File: config.mk
export PLATFORM = sky130hd
export DESIGN_NAME = dual_feed_sequence_race_stats_top
export DESIGN_NICKNAME = d
export VERILOG_FILES = /design/src/dfsr_pkg.sv /design/src/dual_feed_sequence_race_stats_top.sv /design/src/dfsr_core.sv
export SDC_FILE = /design/constraint.sdc
export NUM_CORES = 2
export LEC_CHECK = 0
export BUFFER_PORTS_ARGS = -buffer_cell sky130_fd_sc_hd__buf_4
export CORE_AREA = 8 8 405 407
export DETAILED_ROUTE_END_ITERATION = 16
export DIE_AREA = 0 0 413 415
export GPL_TIMING_DRIVEN = 0
export HOLD_SLACK_MARGIN = 0.05
export SLEW_MARGIN = 40
export SYNTH_ARGS = -nofsm -noshare
export SYNTH_HDL_FRONTEND = slang
export SYNTH_SLANG_ARGS = --single-unit
File: constraint.sdc
create_clock -name clk -period 15.5 [get_ports clk]
set_clock_uncertainty 0.2 [all_clocks]
set_input_delay 0 -clock clk [delete_from_list [all_inputs] [get_ports clk]]
set_output_delay 0 -clock clk [all_outputs]
set_load 0.01 [all_outputs]
File: src/dfsr_pkg.sv
// Shared types and fixed field widths for the dual feed sequence race statistics block.
package dfsr_pkg;

	localparam int unsigned SEQ_IN_W  = 32;  // sequence field width on the stream
	localparam int unsigned NS_W      = 63;  // nanosecond timestamp and lead sum width
	localparam int unsigned CNT_OUT_W = 32;  // counter field width on the stream

	// One round as held in the input register. The timestamps are already reduced
	// to the lead of each feed, since a race is only scored on the round's own stamps.
	typedef struct packed {
		logic                a_offered;
		logic                a_parsed_ok;
		logic [SEQ_IN_W-1:0] a_sequence;
		logic                b_offered;
		logic                b_parsed_ok;
		logic [SEQ_IN_W-1:0] b_sequence;
		logic                a_earlier;
		logic                b_earlier;
		logic [NS_W-1:0]     lead_a_ns;
		logic [NS_W-1:0]     lead_b_ns;
	} item_t;

	// One result beat.
	typedef struct packed {
		logic                 finished;
		logic                 want_next_a;
		logic                 want_next_b;
		logic [1:0]           out_of_sequence;
		logic [CNT_OUT_W-1:0] packets_a;
		logic [CNT_OUT_W-1:0] packets_b;
		logic [CNT_OUT_W-1:0] dropped_a;
		logic [CNT_OUT_W-1:0] dropped_b;
		logic [CNT_OUT_W-1:0] faster_a;
		logic [CNT_OUT_W-1:0] faster_b;
		logic [NS_W-1:0]      lead_total_a_ns;
		logic [NS_W-1:0]      lead_total_b_ns;
	} result_t;

endpackage

File: src/dual_feed_sequence_race_stats_top.sv
// Top level of the dual feed sequence race statistics block.
//
// Each input beat is one lock-step round of two redundant sequenced feeds, A and B.
// A feed is read only when the block requested it in the previous round (both are
// requested after reset) and it offers an item; a read item that parsed replaces
// that feed's last sequence. After each round the feed or feeds with the lowest last
// sequence are requested again, and every round yields exactly one result beat with
// the request flags, the backward-sequence flags and all counters and lead sums as
// they stand after the round. Counters saturate at 2^COUNT_WIDTH-1 and are shown in
// their low 32 bits; lead sums saturate at 2^63-1. A round in which neither feed was
// read reports finished and changes nothing. The block takes one beat per clock
// cycle while the result is not stalled: the round is resolved by the compare and
// saturating-add logic between the input register and the result register, so a
// result beat is registered when its round leaves the input register, and while the
// result register is stalled the input register holds one more input beat.
module dual_feed_sequence_race_stats_top #(
	parameter int unsigned SEQ_WIDTH   = 32,  // stored sequence width, 8 to 64
	parameter int unsigned COUNT_WIDTH = 32   // internal counter width, 8 to 64
) (
	input  logic         clk,
	input  logic         arst_n,
	// Input round.
	input  logic         s_tvalid,
	output logic         s_tready,
	// tdata from bit 0: a_sequence[31:0], a_time_ns[94:32], b_sequence[126:95],
	// b_time_ns[189:127], zero pad[191:190].
	input  logic [191:0] s_tdata,
	// tuser from bit 0: a_offered, a_parsed_ok, b_offered, b_parsed_ok.
	input  logic [3:0]   s_tuser,
	// Result.
	output logic         m_tvalid,
	input  logic         m_tready,
	// tdata from bit 0: packets_a[31:0], packets_b[63:32], dropped_a[95:64],
	// dropped_b[127:96], faster_a[159:128], faster_b[191:160],
	// lead_total_a_ns[254:192], lead_total_b_ns[317:255], zero pad[319:318].
	output logic [319:0] m_tdata,
	// tuser from bit 0: finished, want_next_a, want_next_b, out_of_sequence[4:3].
	output logic [4:0]   m_tuser
);

	logic [dfsr_pkg::NS_W-1:0] a_time, b_time;
	logic [dfsr_pkg::NS_W:0]   diff_ab, diff_ba;
	dfsr_pkg::item_t           item_d, item_s1;
	logic                      valid_s1;
	dfsr_pkg::result_t         result_d, result_q;
	logic                      out_valid_q;
	logic                      advance, step, accept_in;

	// The timestamps only matter as the lead of one feed over the other in the
	// same round, so both leads are formed before the input register.
	assign a_time  = s_tdata[94:32];
	assign b_time  = s_tdata[189:127];
	assign diff_ab = {1'b0, a_time} - {1'b0, b_time};
	assign diff_ba = {1'b0, b_time} - {1'b0, a_time};

	always_comb begin
		item_d.a_offered   = s_tuser[0];
		item_d.a_parsed_ok = s_tuser[1];
		item_d.b_offered   = s_tuser[2];
		item_d.b_parsed_ok = s_tuser[3];
		item_d.a_sequence  = s_tdata[31:0];
		item_d.b_sequence  = s_tdata[126:95];
		item_d.a_earlier   = !diff_ba[dfsr_pkg::NS_W] && (diff_ba != '0);
		item_d.b_earlier   = !diff_ab[dfsr_pkg::NS_W] && (diff_ab != '0);
		item_d.lead_a_ns   = diff_ba[dfsr_pkg::NS_W-1:0];
		item_d.lead_b_ns   = diff_ab[dfsr_pkg::NS_W-1:0];
	end

	// The round in the input register is resolved whenever the result register
	// is empty or being drained; the input register refills in the same cycle.
	assign advance   = !out_valid_q || m_tready;
	assign step      = valid_s1 && advance;
	assign s_tready  = !valid_s1 || advance;
	assign accept_in = s_tvalid && s_tready;

	always_ff @(posedge clk or negedge arst_n) begin
		if (!arst_n) begin
			valid_s1 <= 1'b0;
		end else if (accept_in) begin
			valid_s1 <= 1'b1;
		end else if (step) begin
			valid_s1 <= 1'b0;
		end
	end

	always_ff @(posedge clk) begin
		if (accept_in) begin
			item_s1 <= item_d;
		end
	end

	dfsr_core #(
		.SEQ_WIDTH   (SEQ_WIDTH),
		.COUNT_WIDTH (COUNT_WIDTH)
	) u_core (
		.clk    (clk),
		.arst_n (arst_n),
		.step   (step),
		.item   (item_s1),
		.result (result_d)
	);

	always_ff @(posedge clk or negedge arst_n) begin
		if (!arst_n) begin
			out_valid_q <= 1'b0;
		end else if (step) begin
			out_valid_q <= 1'b1;
		end else if (m_tready) begin
			out_valid_q <= 1'b0;
		end
	end

	always_ff @(posedge clk) begin
		if (step) begin
			result_q <= result_d;
		end
	end

	assign m_tvalid = out_valid_q;
	assign m_tuser  = {result_q.out_of_sequence, result_q.want_next_b,
		result_q.want_next_a, result_q.finished};
	assign m_tdata  = {2'b00, result_q.lead_total_b_ns, result_q.lead_total_a_ns,
		result_q.faster_b, result_q.faster_a, result_q.dropped_b, result_q.dropped_a,
		result_q.packets_b, result_q.packets_a};

endmodule

File: src/dfsr_core.sv
// Per-round state and statistics update for the dual feed sequence race statistics block.
module dfsr_core #(
	parameter int unsigned SEQ_WIDTH   = 32,
	parameter int unsigned COUNT_WIDTH = 32
) (
	input  logic             clk,
	input  logic             arst_n,
	input  logic             step,
	input  dfsr_pkg::item_t  item,
	output dfsr_pkg::result_t result
);

	logic [SEQ_WIDTH-1:0]   last_seq_a_q, last_seq_b_q;
	logic                   request_a_q, request_b_q;
	logic [COUNT_WIDTH-1:0] packets_a_q, packets_b_q;
	logic [COUNT_WIDTH-1:0] drops_a_q, drops_b_q;
	logic [COUNT_WIDTH-1:0] wins_a_q, wins_b_q;
	logic [dfsr_pkg::NS_W-1:0] lead_sum_a_q, lead_sum_b_q;

	logic                   read_a, read_b, finished;
	logic [SEQ_WIDTH-1:0]   seq_a_d, seq_b_d;
	logic                   request_a_d, request_b_d;
	logic                   up_a, up_b, both_up;
	logic [COUNT_WIDTH-1:0] packets_a_d, packets_b_d;
	logic [COUNT_WIDTH-1:0] drops_a_d, drops_b_d;
	logic [COUNT_WIDTH-1:0] wins_a_d, wins_b_d;
	logic [dfsr_pkg::NS_W-1:0] lead_sum_a_d, lead_sum_b_d;

	function automatic logic [COUNT_WIDTH-1:0] sat_inc(input logic [COUNT_WIDTH-1:0] c);
		return (&c) ? c : c + 1'b1;
	endfunction

	function automatic logic [dfsr_pkg::NS_W-1:0] ns_add(
		input logic [dfsr_pkg::NS_W-1:0] s,
		input logic [dfsr_pkg::NS_W-1:0] d
	);
		logic [dfsr_pkg::NS_W:0] t;
		t = {1'b0, s} + {1'b0, d};
		return t[dfsr_pkg::NS_W] ? {dfsr_pkg::NS_W{1'b1}} : t[dfsr_pkg::NS_W-1:0];
	endfunction

	always_comb begin
		read_a   = request_a_q & item.a_offered;
		read_b   = request_b_q & item.b_offered;
		finished = !read_a && !read_b;

		// A feed that was not read, or did not parse, keeps its last sequence.
		seq_a_d = (read_a && item.a_parsed_ok) ? SEQ_WIDTH'(item.a_sequence) : last_seq_a_q;
		seq_b_d = (read_b && item.b_parsed_ok) ? SEQ_WIDTH'(item.b_sequence) : last_seq_b_q;

		request_a_d = finished ? request_a_q : (seq_a_d <= seq_b_d);
		request_b_d = finished ? request_b_q : (seq_b_d <= seq_a_d);

		up_a    = last_seq_a_q < seq_a_d;
		up_b    = last_seq_b_q < seq_b_d;
		both_up = up_a && up_b;

		packets_a_d  = up_a ? sat_inc(packets_a_q) : packets_a_q;
		packets_b_d  = up_b ? sat_inc(packets_b_q) : packets_b_q;
		drops_a_d    = drops_a_q;
		drops_b_d    = drops_b_q;
		wins_a_d     = wins_a_q;
		wins_b_d     = wins_b_q;
		lead_sum_a_d = lead_sum_a_q;
		lead_sum_b_d = lead_sum_b_q;

		// Both stamps are this round's own when both feeds advanced.
		if (both_up) begin
			priority if (seq_a_d < seq_b_d) begin
				drops_b_d = sat_inc(drops_b_q);
			end else if (seq_b_d < seq_a_d) begin
				drops_a_d = sat_inc(drops_a_q);
			end else if (item.a_earlier) begin
				wins_a_d     = sat_inc(wins_a_q);
				lead_sum_a_d = ns_add(lead_sum_a_q, item.lead_a_ns);
			end else if (item.b_earlier) begin
				wins_b_d     = sat_inc(wins_b_q);
				lead_sum_b_d = ns_add(lead_sum_b_q, item.lead_b_ns);
			end else begin
				// Level stamps on level sequences: neither feed wins the race.
			end
		end

		result.finished           = finished;
		result.want_next_a        = request_a_d;
		result.want_next_b        = request_b_d;
		result.out_of_sequence[0] = !up_a && (seq_a_d != last_seq_a_q);
		result.out_of_sequence[1] = !up_b && (seq_b_d != last_seq_b_q);
		result.packets_a          = dfsr_pkg::CNT_OUT_W'(packets_a_d);
		result.packets_b          = dfsr_pkg::CNT_OUT_W'(packets_b_d);
		result.dropped_a          = dfsr_pkg::CNT_OUT_W'(drops_a_d);
		result.dropped_b          = dfsr_pkg::CNT_OUT_W'(drops_b_d);
		result.faster_a           = dfsr_pkg::CNT_OUT_W'(wins_a_d);
		result.faster_b           = dfsr_pkg::CNT_OUT_W'(wins_b_d);
		result.lead_total_a_ns    = lead_sum_a_d;
		result.lead_total_b_ns    = lead_sum_b_d;
	end

	always_ff @(posedge clk or negedge arst_n) begin
		if (!arst_n) begin
			last_seq_a_q <= '0;
			last_seq_b_q <= '0;
			request_a_q  <= 1'b1;
			request_b_q  <= 1'b1;
			packets_a_q  <= '0;
			packets_b_q  <= '0;
			drops_a_q    <= '0;
			drops_b_q    <= '0;
			wins_a_q     <= '0;
			wins_b_q     <= '0;
			lead_sum_a_q <= '0;
			lead_sum_b_q <= '0;
		end else if (step) begin
			last_seq_a_q <= seq_a_d;
			last_seq_b_q <= seq_b_d;
			request_a_q  <= request_a_d;
			request_b_q  <= request_b_d;
			packets_a_q  <= packets_a_d;
			packets_b_q  <= packets_b_d;
			drops_a_q    <= drops_a_d;
			drops_b_q    <= drops_b_d;
			wins_a_q     <= wins_a_d;
			wins_b_q     <= wins_b_d;
			lead_sum_a_q <= lead_sum_a_d;
			lead_sum_b_q <= lead_sum_b_d;
		end
	end

endmodule
* Word level (Yosys, flattened, before mapping) *
Index checks and enable logic that the tools add are counted.

operators by class
  equality and inequality tests = 2
  $add $sub $neg = 10
  reduce and logical (&&, ||, !) cells = 30
  muxes and demuxes = 41
  bitwise logic cells = 2
  magnitude comparators = 6

operator list
  operator                                                         number
  32-bit 2-to-1 mux                                                24
  63-bit 2-to-1 mux                                                11
  32-bit by 1-bit adder with 32-bit output, second input constant  6
  32-bit AND reduction                                             6
  63-bit by 63-bit adder with 64-bit output                        2
  32-bit less-than comparator                                      4
  64-bit nonzero test                                              2
  63-bit by 63-bit subtractor with 64-bit output                   2
  32-bit <= comparator                                             2
  32-bit inequality test                                           2
  1-bit logical AND                                                10
  1-bit logical NOT                                                8
  1-bit 2-to-1 mux                                                 6
  2-bit nonzero test                                               2
  1-bit bitwise AND                                                2
  1-bit logical OR                                                 2

storage, ports and cells
  logic and storage cells = 127
  flip-flop bits (word level) = 905
  input bits = 200

* Longest topological paths before layout *
  word-level depth = 7
  gate-level depth with buffers = 18
  depth with buffers taken out = 15

* Cells and area by module *
Synthesis repeated with hierarchy kept, for this count alone.

unflattened totals
  cells, all modules = 5,545
  area total of the unflattened synthesis = 54,040.6 µm²

modules (own cells, without submodules)
  module                             times used  area an instance (µm²)  cells an instance
  dfsr_core                          1           29,998.8                3,697
  dual_feed_sequence_race_stats_top  1           24,041.8                1,848

* Least setup slack after synthesis *
OpenSTA, ideal clock, no wires.

  kind = reg-to-reg
  start = register out_valid_q, in the netlist m_tvalid
  end = register u_core.lead_sum_b_q[33] in the netlist's numbering
  arrival = 10.645 ns
  library setup time = 0.516 ns
  path slack = 4.139 ns
  clock period less this slack = 11.361 ns
  stages on the path, launching flop included = 8
  required time = 14.784 ns
  cell sequence = dfrtp_1 nand2b_1 nand2_1 inv_1 clkbuf_1 buf_1 buf_1 a21oi_1

on the way
  word-level cells in the longest chain between the ends = 3

RTL lines
  item                    line                                      RTL
  start, declared         dual_feed_sequence_race_stats_top.sv:46   logic out_valid_q;
  start signal, assigned  dual_feed_sequence_race_stats_top.sv:105  out_valid_q <= 1'b0;
  start signal, assigned  dual_feed_sequence_race_stats_top.sv:107  out_valid_q <= 1'b1;
  start signal, assigned  dual_feed_sequence_race_stats_top.sv:109  out_valid_q <= 1'b0;
  1-bit logical NOT       dual_feed_sequence_race_stats_top.sv:71   assign advance = !out_valid_q || m_tready;
  1-bit logical OR        dual_feed_sequence_race_stats_top.sv:71
  1-bit logical AND       dual_feed_sequence_race_stats_top.sv:72   assign step = valid_s1 && advance;
  via step                dual_feed_sequence_race_stats_top.sv:47   logic advance, step, accept_in;
  end signal, assigned    dfsr_core.sv:125                          lead_sum_b_q <= lead_sum_b_d;
  end, declared           dfsr_core.sv:18                           logic [dfsr_pkg::NS_W-1:0] lead_sum_a_q, lead_sum_b_q;

The timed path passes the listed nets, and every way through them passes these cells.
A chain may end at the register's enable or synchronous reset.

==> results_tabular.tex <==
\begin{tabular}{lr}
\hline
Metric & Value \\
\hline
\multicolumn{2}{l}{\textbf{Hold path}} \\
\quad Start point of the worst hold path & s\_tdata[175] \\
\quad Hold Path Sink & item\_s1[111] \\
\quad Hold Path Depth & 4 \\
\quad Path type of the worst min-delay path & in2reg \\
\multicolumn{2}{l}{\textbf{Routing}} \\
\quad First DRT Iteration DRCs & 3673 \\
\quad Ratio of routed vias to standard cells & 5.380 \\
\quad Final wirelength & 199800 um \\
\quad Count of vias placed by the detailed router & 46457 \\
\quad Number of antenna-violating nets in the routed design & 0 \\
\quad DRC viols & 0 \\
\quad Number of iterations in the first detailed-routing pass & 8 \\
\quad Routed wirelength normalized by instance count & 23.14 um \\
\multicolumn{2}{l}{\textbf{Clocking}} \\
\quad Total CTS buffers & 104 \\
\quad TritonCTS clock tree & done \\
\quad Number of H-tree branching levels & 3 \\
\quad Clock tree sinks & 904 \\
\quad Latest clock arrival within the worst-skew pair & 750 ps \\
\quad Post-CTS repair timing setup buffer count & 0 \\
\quad Root buffer cell & clkbuf\_16 \\
\quad Clock-pin slew of the registers on the worst-case setup and hold paths & 60 ps \\
\quad Number of buffers between clock root and the deepest sink & 3 \\
\multicolumn{2}{l}{\textbf{Yosys}} \\
\quad Predominant post-synthesis flop cell & edfxtp\_1 \\
\quad Sequential cell area fraction in the yosys report & 46.02\% \\
\quad Number of unique standard cell types used by synthesis & 103 \\
\quad Gate Count Post-Synth & 5492 \\
\quad EDFF count, synth & 518 \\
\quad Flop and latch count out of synthesis & 904 \\
\quad Synthesized area divided by synthesized cell count & 9.978 sq um \\
\quad Async set-or-reset flop fraction in the synthesized netlist & 42.70\% \\
\quad Netlist area before placement & 0.05480 sq mm \\
\quad YS warnings & 0 \\
\multicolumn{2}{l}{\textbf{Critical path}} \\
\quad Data arrival at the endpoint of the critical path & 7440 ps \\
\quad R2R Path Start & item\_s1[161] \\
\quad Worst r2r path cells & 17 \\
\quad Startpoint Class & flip-flop \\
\quad Number of buffers and inverters on the critical path & 4 \\
\quad Crit path kind & reg2reg \\
\quad Slowest stage cell, crit path & clkbuf\_1 \\
\quad Crit-path cells & nand3\_1 -> buf\_1 -> mux2i\_1 -> ha\_1 -> a21o\_1 -> a21o\_1 -> a21o\_1 -> a21oi\_1 -> o2111a\_1 -> o21a\_1 -> clkbuf\_1 -> nand4\_1 -> nor2\_2 -> clkbuf\_1 -> clkbuf\_1 -> nor2\_1 -> a21oi\_1 \\
\quad Gate family responsible for the most delay along the worst path & buffers and inverters \\
\quad Largest fanout on the critical path & 10 \\
\quad Endpoint of the worst-slack reg-to-reg timing path & m\_tdata[207] \\
\quad Category of the worst setup path capture point & flip-flop \\
\quad Required @ worst endpoint & 15760 ps \\
\quad Slowest stage delay, CP & 650 ps \\
\quad FF-to-FF setup slack & 8320 ps \\
\multicolumn{2}{l}{\textbf{STA}} \\
\quad Pin slew with the least headroom to its limit & 964.9 ps \\
\quad Final hold viol count & 0 \\
\quad Worst-case headroom to the max-slew limit & 35.29\% \\
\quad RSZ-0062 raised after global routing & false \\
\quad Slew Limit Fails & 0 \\
\quad Fmax & 0.1393 GHz \\
\quad Share of the cycle needed by the critical path after routing & 46.33\% \\
\quad Minimum period implied by the final worst setup slack & 7181 ps \\
\quad Final setup fails & 0 \\
\multicolumn{2}{l}{\textbf{Floorplanning}} \\
\quad \# IOs & 527 \\
\quad Die height & 415 um \\
\quad Core Box Area & 0.1575 sq mm \\
\quad Die area & 0.1714 sq mm \\
\quad Die width & 413 um \\
\quad Row count & 146 \\
\quad Initial core utilization & 34.80\% \\
\multicolumn{2}{l}{\textbf{Run}} \\
\quad Reported max-cap violation count & 0 \\
\multicolumn{2}{l}{\textbf{GRT}} \\
\quad Wire length of the first global-routing pass & 293700 um \\
\quad Maximum number of pins on one net before global-route repair & 70 \\
\quad Initial antenna violation count & 24 \\
\quad Aggregate global routing overflow & 0 \\
\quad Overall track demand over capacity in global routing & 22.42\% \\
\quad Number of global-route vias before repair & 46178 \\
\multicolumn{2}{l}{\textbf{Finish}} \\
\quad Non-filler cells, final & 8635 \\
\quad Post-synthesis to final-layout area growth & 26.46\% \\
\quad Proportion of layout cells with a drive suffix above 1 & 13.81\% \\
\quad Commonest non-fill, non-tap cells in the layout & buf\_4, edfxtp\_1, nor2\_1, a21oi\_1, nand2\_1 \\
\quad Commonest non-fill, non-tap cell in the layout & buf\_4 \\
\quad Number of nets in the final layout & 7025 \\
\multicolumn{2}{l}{\textbf{Power and ir drop}} \\
\quad Overall power consumption & 6.712 mW \\
\quad Leak pwr & 31.23 nW \\
\quad Worst vdd ir & 0.08431 mV \\
\quad Cell area power density & 96.85 mW/mm\^{}2 \\
\multicolumn{2}{l}{\textbf{Placement}} \\
\quad Estimated wirelength of the detail-placed design & 158400 um \\
\quad Number of placed instances, taps included & 8120 \\
\quad RePlAce Congestion & 0.9719 \\
\quad Number of input and output port buffers inserted & 522 \\
\multicolumn{2}{l}{\textbf{Status}} \\
\quad Status & finished clean \\
\hline
\end{tabular}
-- worst register-to-register path, stage by stage, from the launching register on --
cell and delay [ps]:
edfxtp_1 460, nand3_1 370, buf_1 640, mux2i_1 410
ha_1 300, a21o_1 160, a21o_1 170, a21o_1 180
a21oi_1 190, o2111a_1 270, o21a_1 140, clkbuf_1 560
nand4_1 400, nor2_2 630, clkbuf_1 650, clkbuf_1 510
nor2_1 90, a21oi_1 550
-- worst max-delay path by stage --
stage                 startpoint                      end  slack [ps]  depth (start not counted)
floorplan               m_tvalid  u_core.lead_sum_b_q[33]        4140                          7
global placement        m_tvalid  u_core.lead_sum_b_q[33]       -3790                          7
detailed placement  item_s1[161]             m_tdata[207]        8290                         17
CTS                 item_s1[161]             m_tdata[257]        8220                         16
global route        item_s1[161]             m_tdata[209]        7940                         17
finish              item_s1[161]             m_tdata[207]        8320                         17
-- per-layer routing --
metal  part of all wire [%]  track usage [%]  vias to the layer above
met2                     45            36.31                     1606
met1                     43            29.14                    22506
met5                  0.087                0                        -
li1                       -                -                    21969
met4                    4.5            9.123                       28
met3                    7.3            4.711                      348
-- cells by family after synthesis --
kind of cell,after synthesis,synth area share (%)
xor+xnor,565,9.030
simple gates,1660,14.59
fa+ha+maj,358,8.229
compound gates,1426,16.88
mux,84,1.573
flops,904,46.02
buf+inv,494,3.678
other cells,1,0.006843
-- per-stage QoR --
stage,hold slack (ps),setup TNS [ps],setup slack (ps),utilization (%),area (sq um)
floorplan,-495.6,0,4139,-,54800
global placement,-19.15,-1151990,-3792,38.94,61320
detailed placement,-283.2,0,8293,39.53,62250
CTS,52.40,0,8223,43.99,69270
global route,118.6,0,7942,44.01,69290
finish,131.5,0,8319,44.01,69300
-- what timing repair did --
action | CTS | global route
resized for setup | 0 | 0
hold buffers | 313 | 0
endpoints found under the hold margin | 614 | 0
-- area by class of cell --
class	count	area, sq um
timing repair buffer	868	7865
inverter	267	1002
clock buffer	122	2710
fill	15163	88160
sequential	904	25220
antenna	4	10.01
clock inverter	76	1160
multi-input combinational	4095	27710
tap	2072	2592
buffer	227	1036
-- flip-flops by register name (all words and copies together), names as in the netlist, 63 cells and up --
name                 flops
u_core.lead_sum_a_q     63
u_core.lead_sum_b_q     63
item_s1                195
m_tdata                318
-- power by group --
part	switching [mW]	internal (mW)
Combinational	0.748	0.444
Sequential	0.0714	2.70
Clock	1.10	1.65
-- synthesized netlist by cell type, types with 12 or more instances --
library cell,count,area share [%]
edfxtp_1,518,28
nor2_1,472,3.2
a21oi_1,470,4.3
nand2_1,424,2.9
dfrtp_1,384,18
ha_1,354,8.1
xnor2_1,309,4.9
inv_1,265,1.8
o21ai_0,256,2.3
xor2_1,256,4.1
nand3_1,163,1.5
a21o_1,162,2.2
clkbuf_1,143,0.98
nand4_1,142,1.6
o22a_1,117,1.9
nor3_1,112,1.0
and3_1,70,0.80
mux2i_1,67,1.2
a31oi_1,56,0.64
o21a_1,53,0.73
o21bai_1,51,0.70
and2_1,46,0.53
nor4_1,40,0.46
buf_2,39,0.36
nand2b_1,33,0.38
or3_1,31,0.35
and4_1,29,0.46
o211ai_1,29,0.40
nor2b_1,28,0.32
buf_1,27,0.18
a211oi_1,24,0.33
o31ai_1,20,0.27
a21boi_0,18,0.25
mux2_2,17,0.35
or2_2,17,0.19
o2111ai_1,16,0.26
a221oi_1,13,0.21
buf_6,12,0.25
or4_1,12,0.16
No activity file was read; power rests on OpenSTA's default activity.
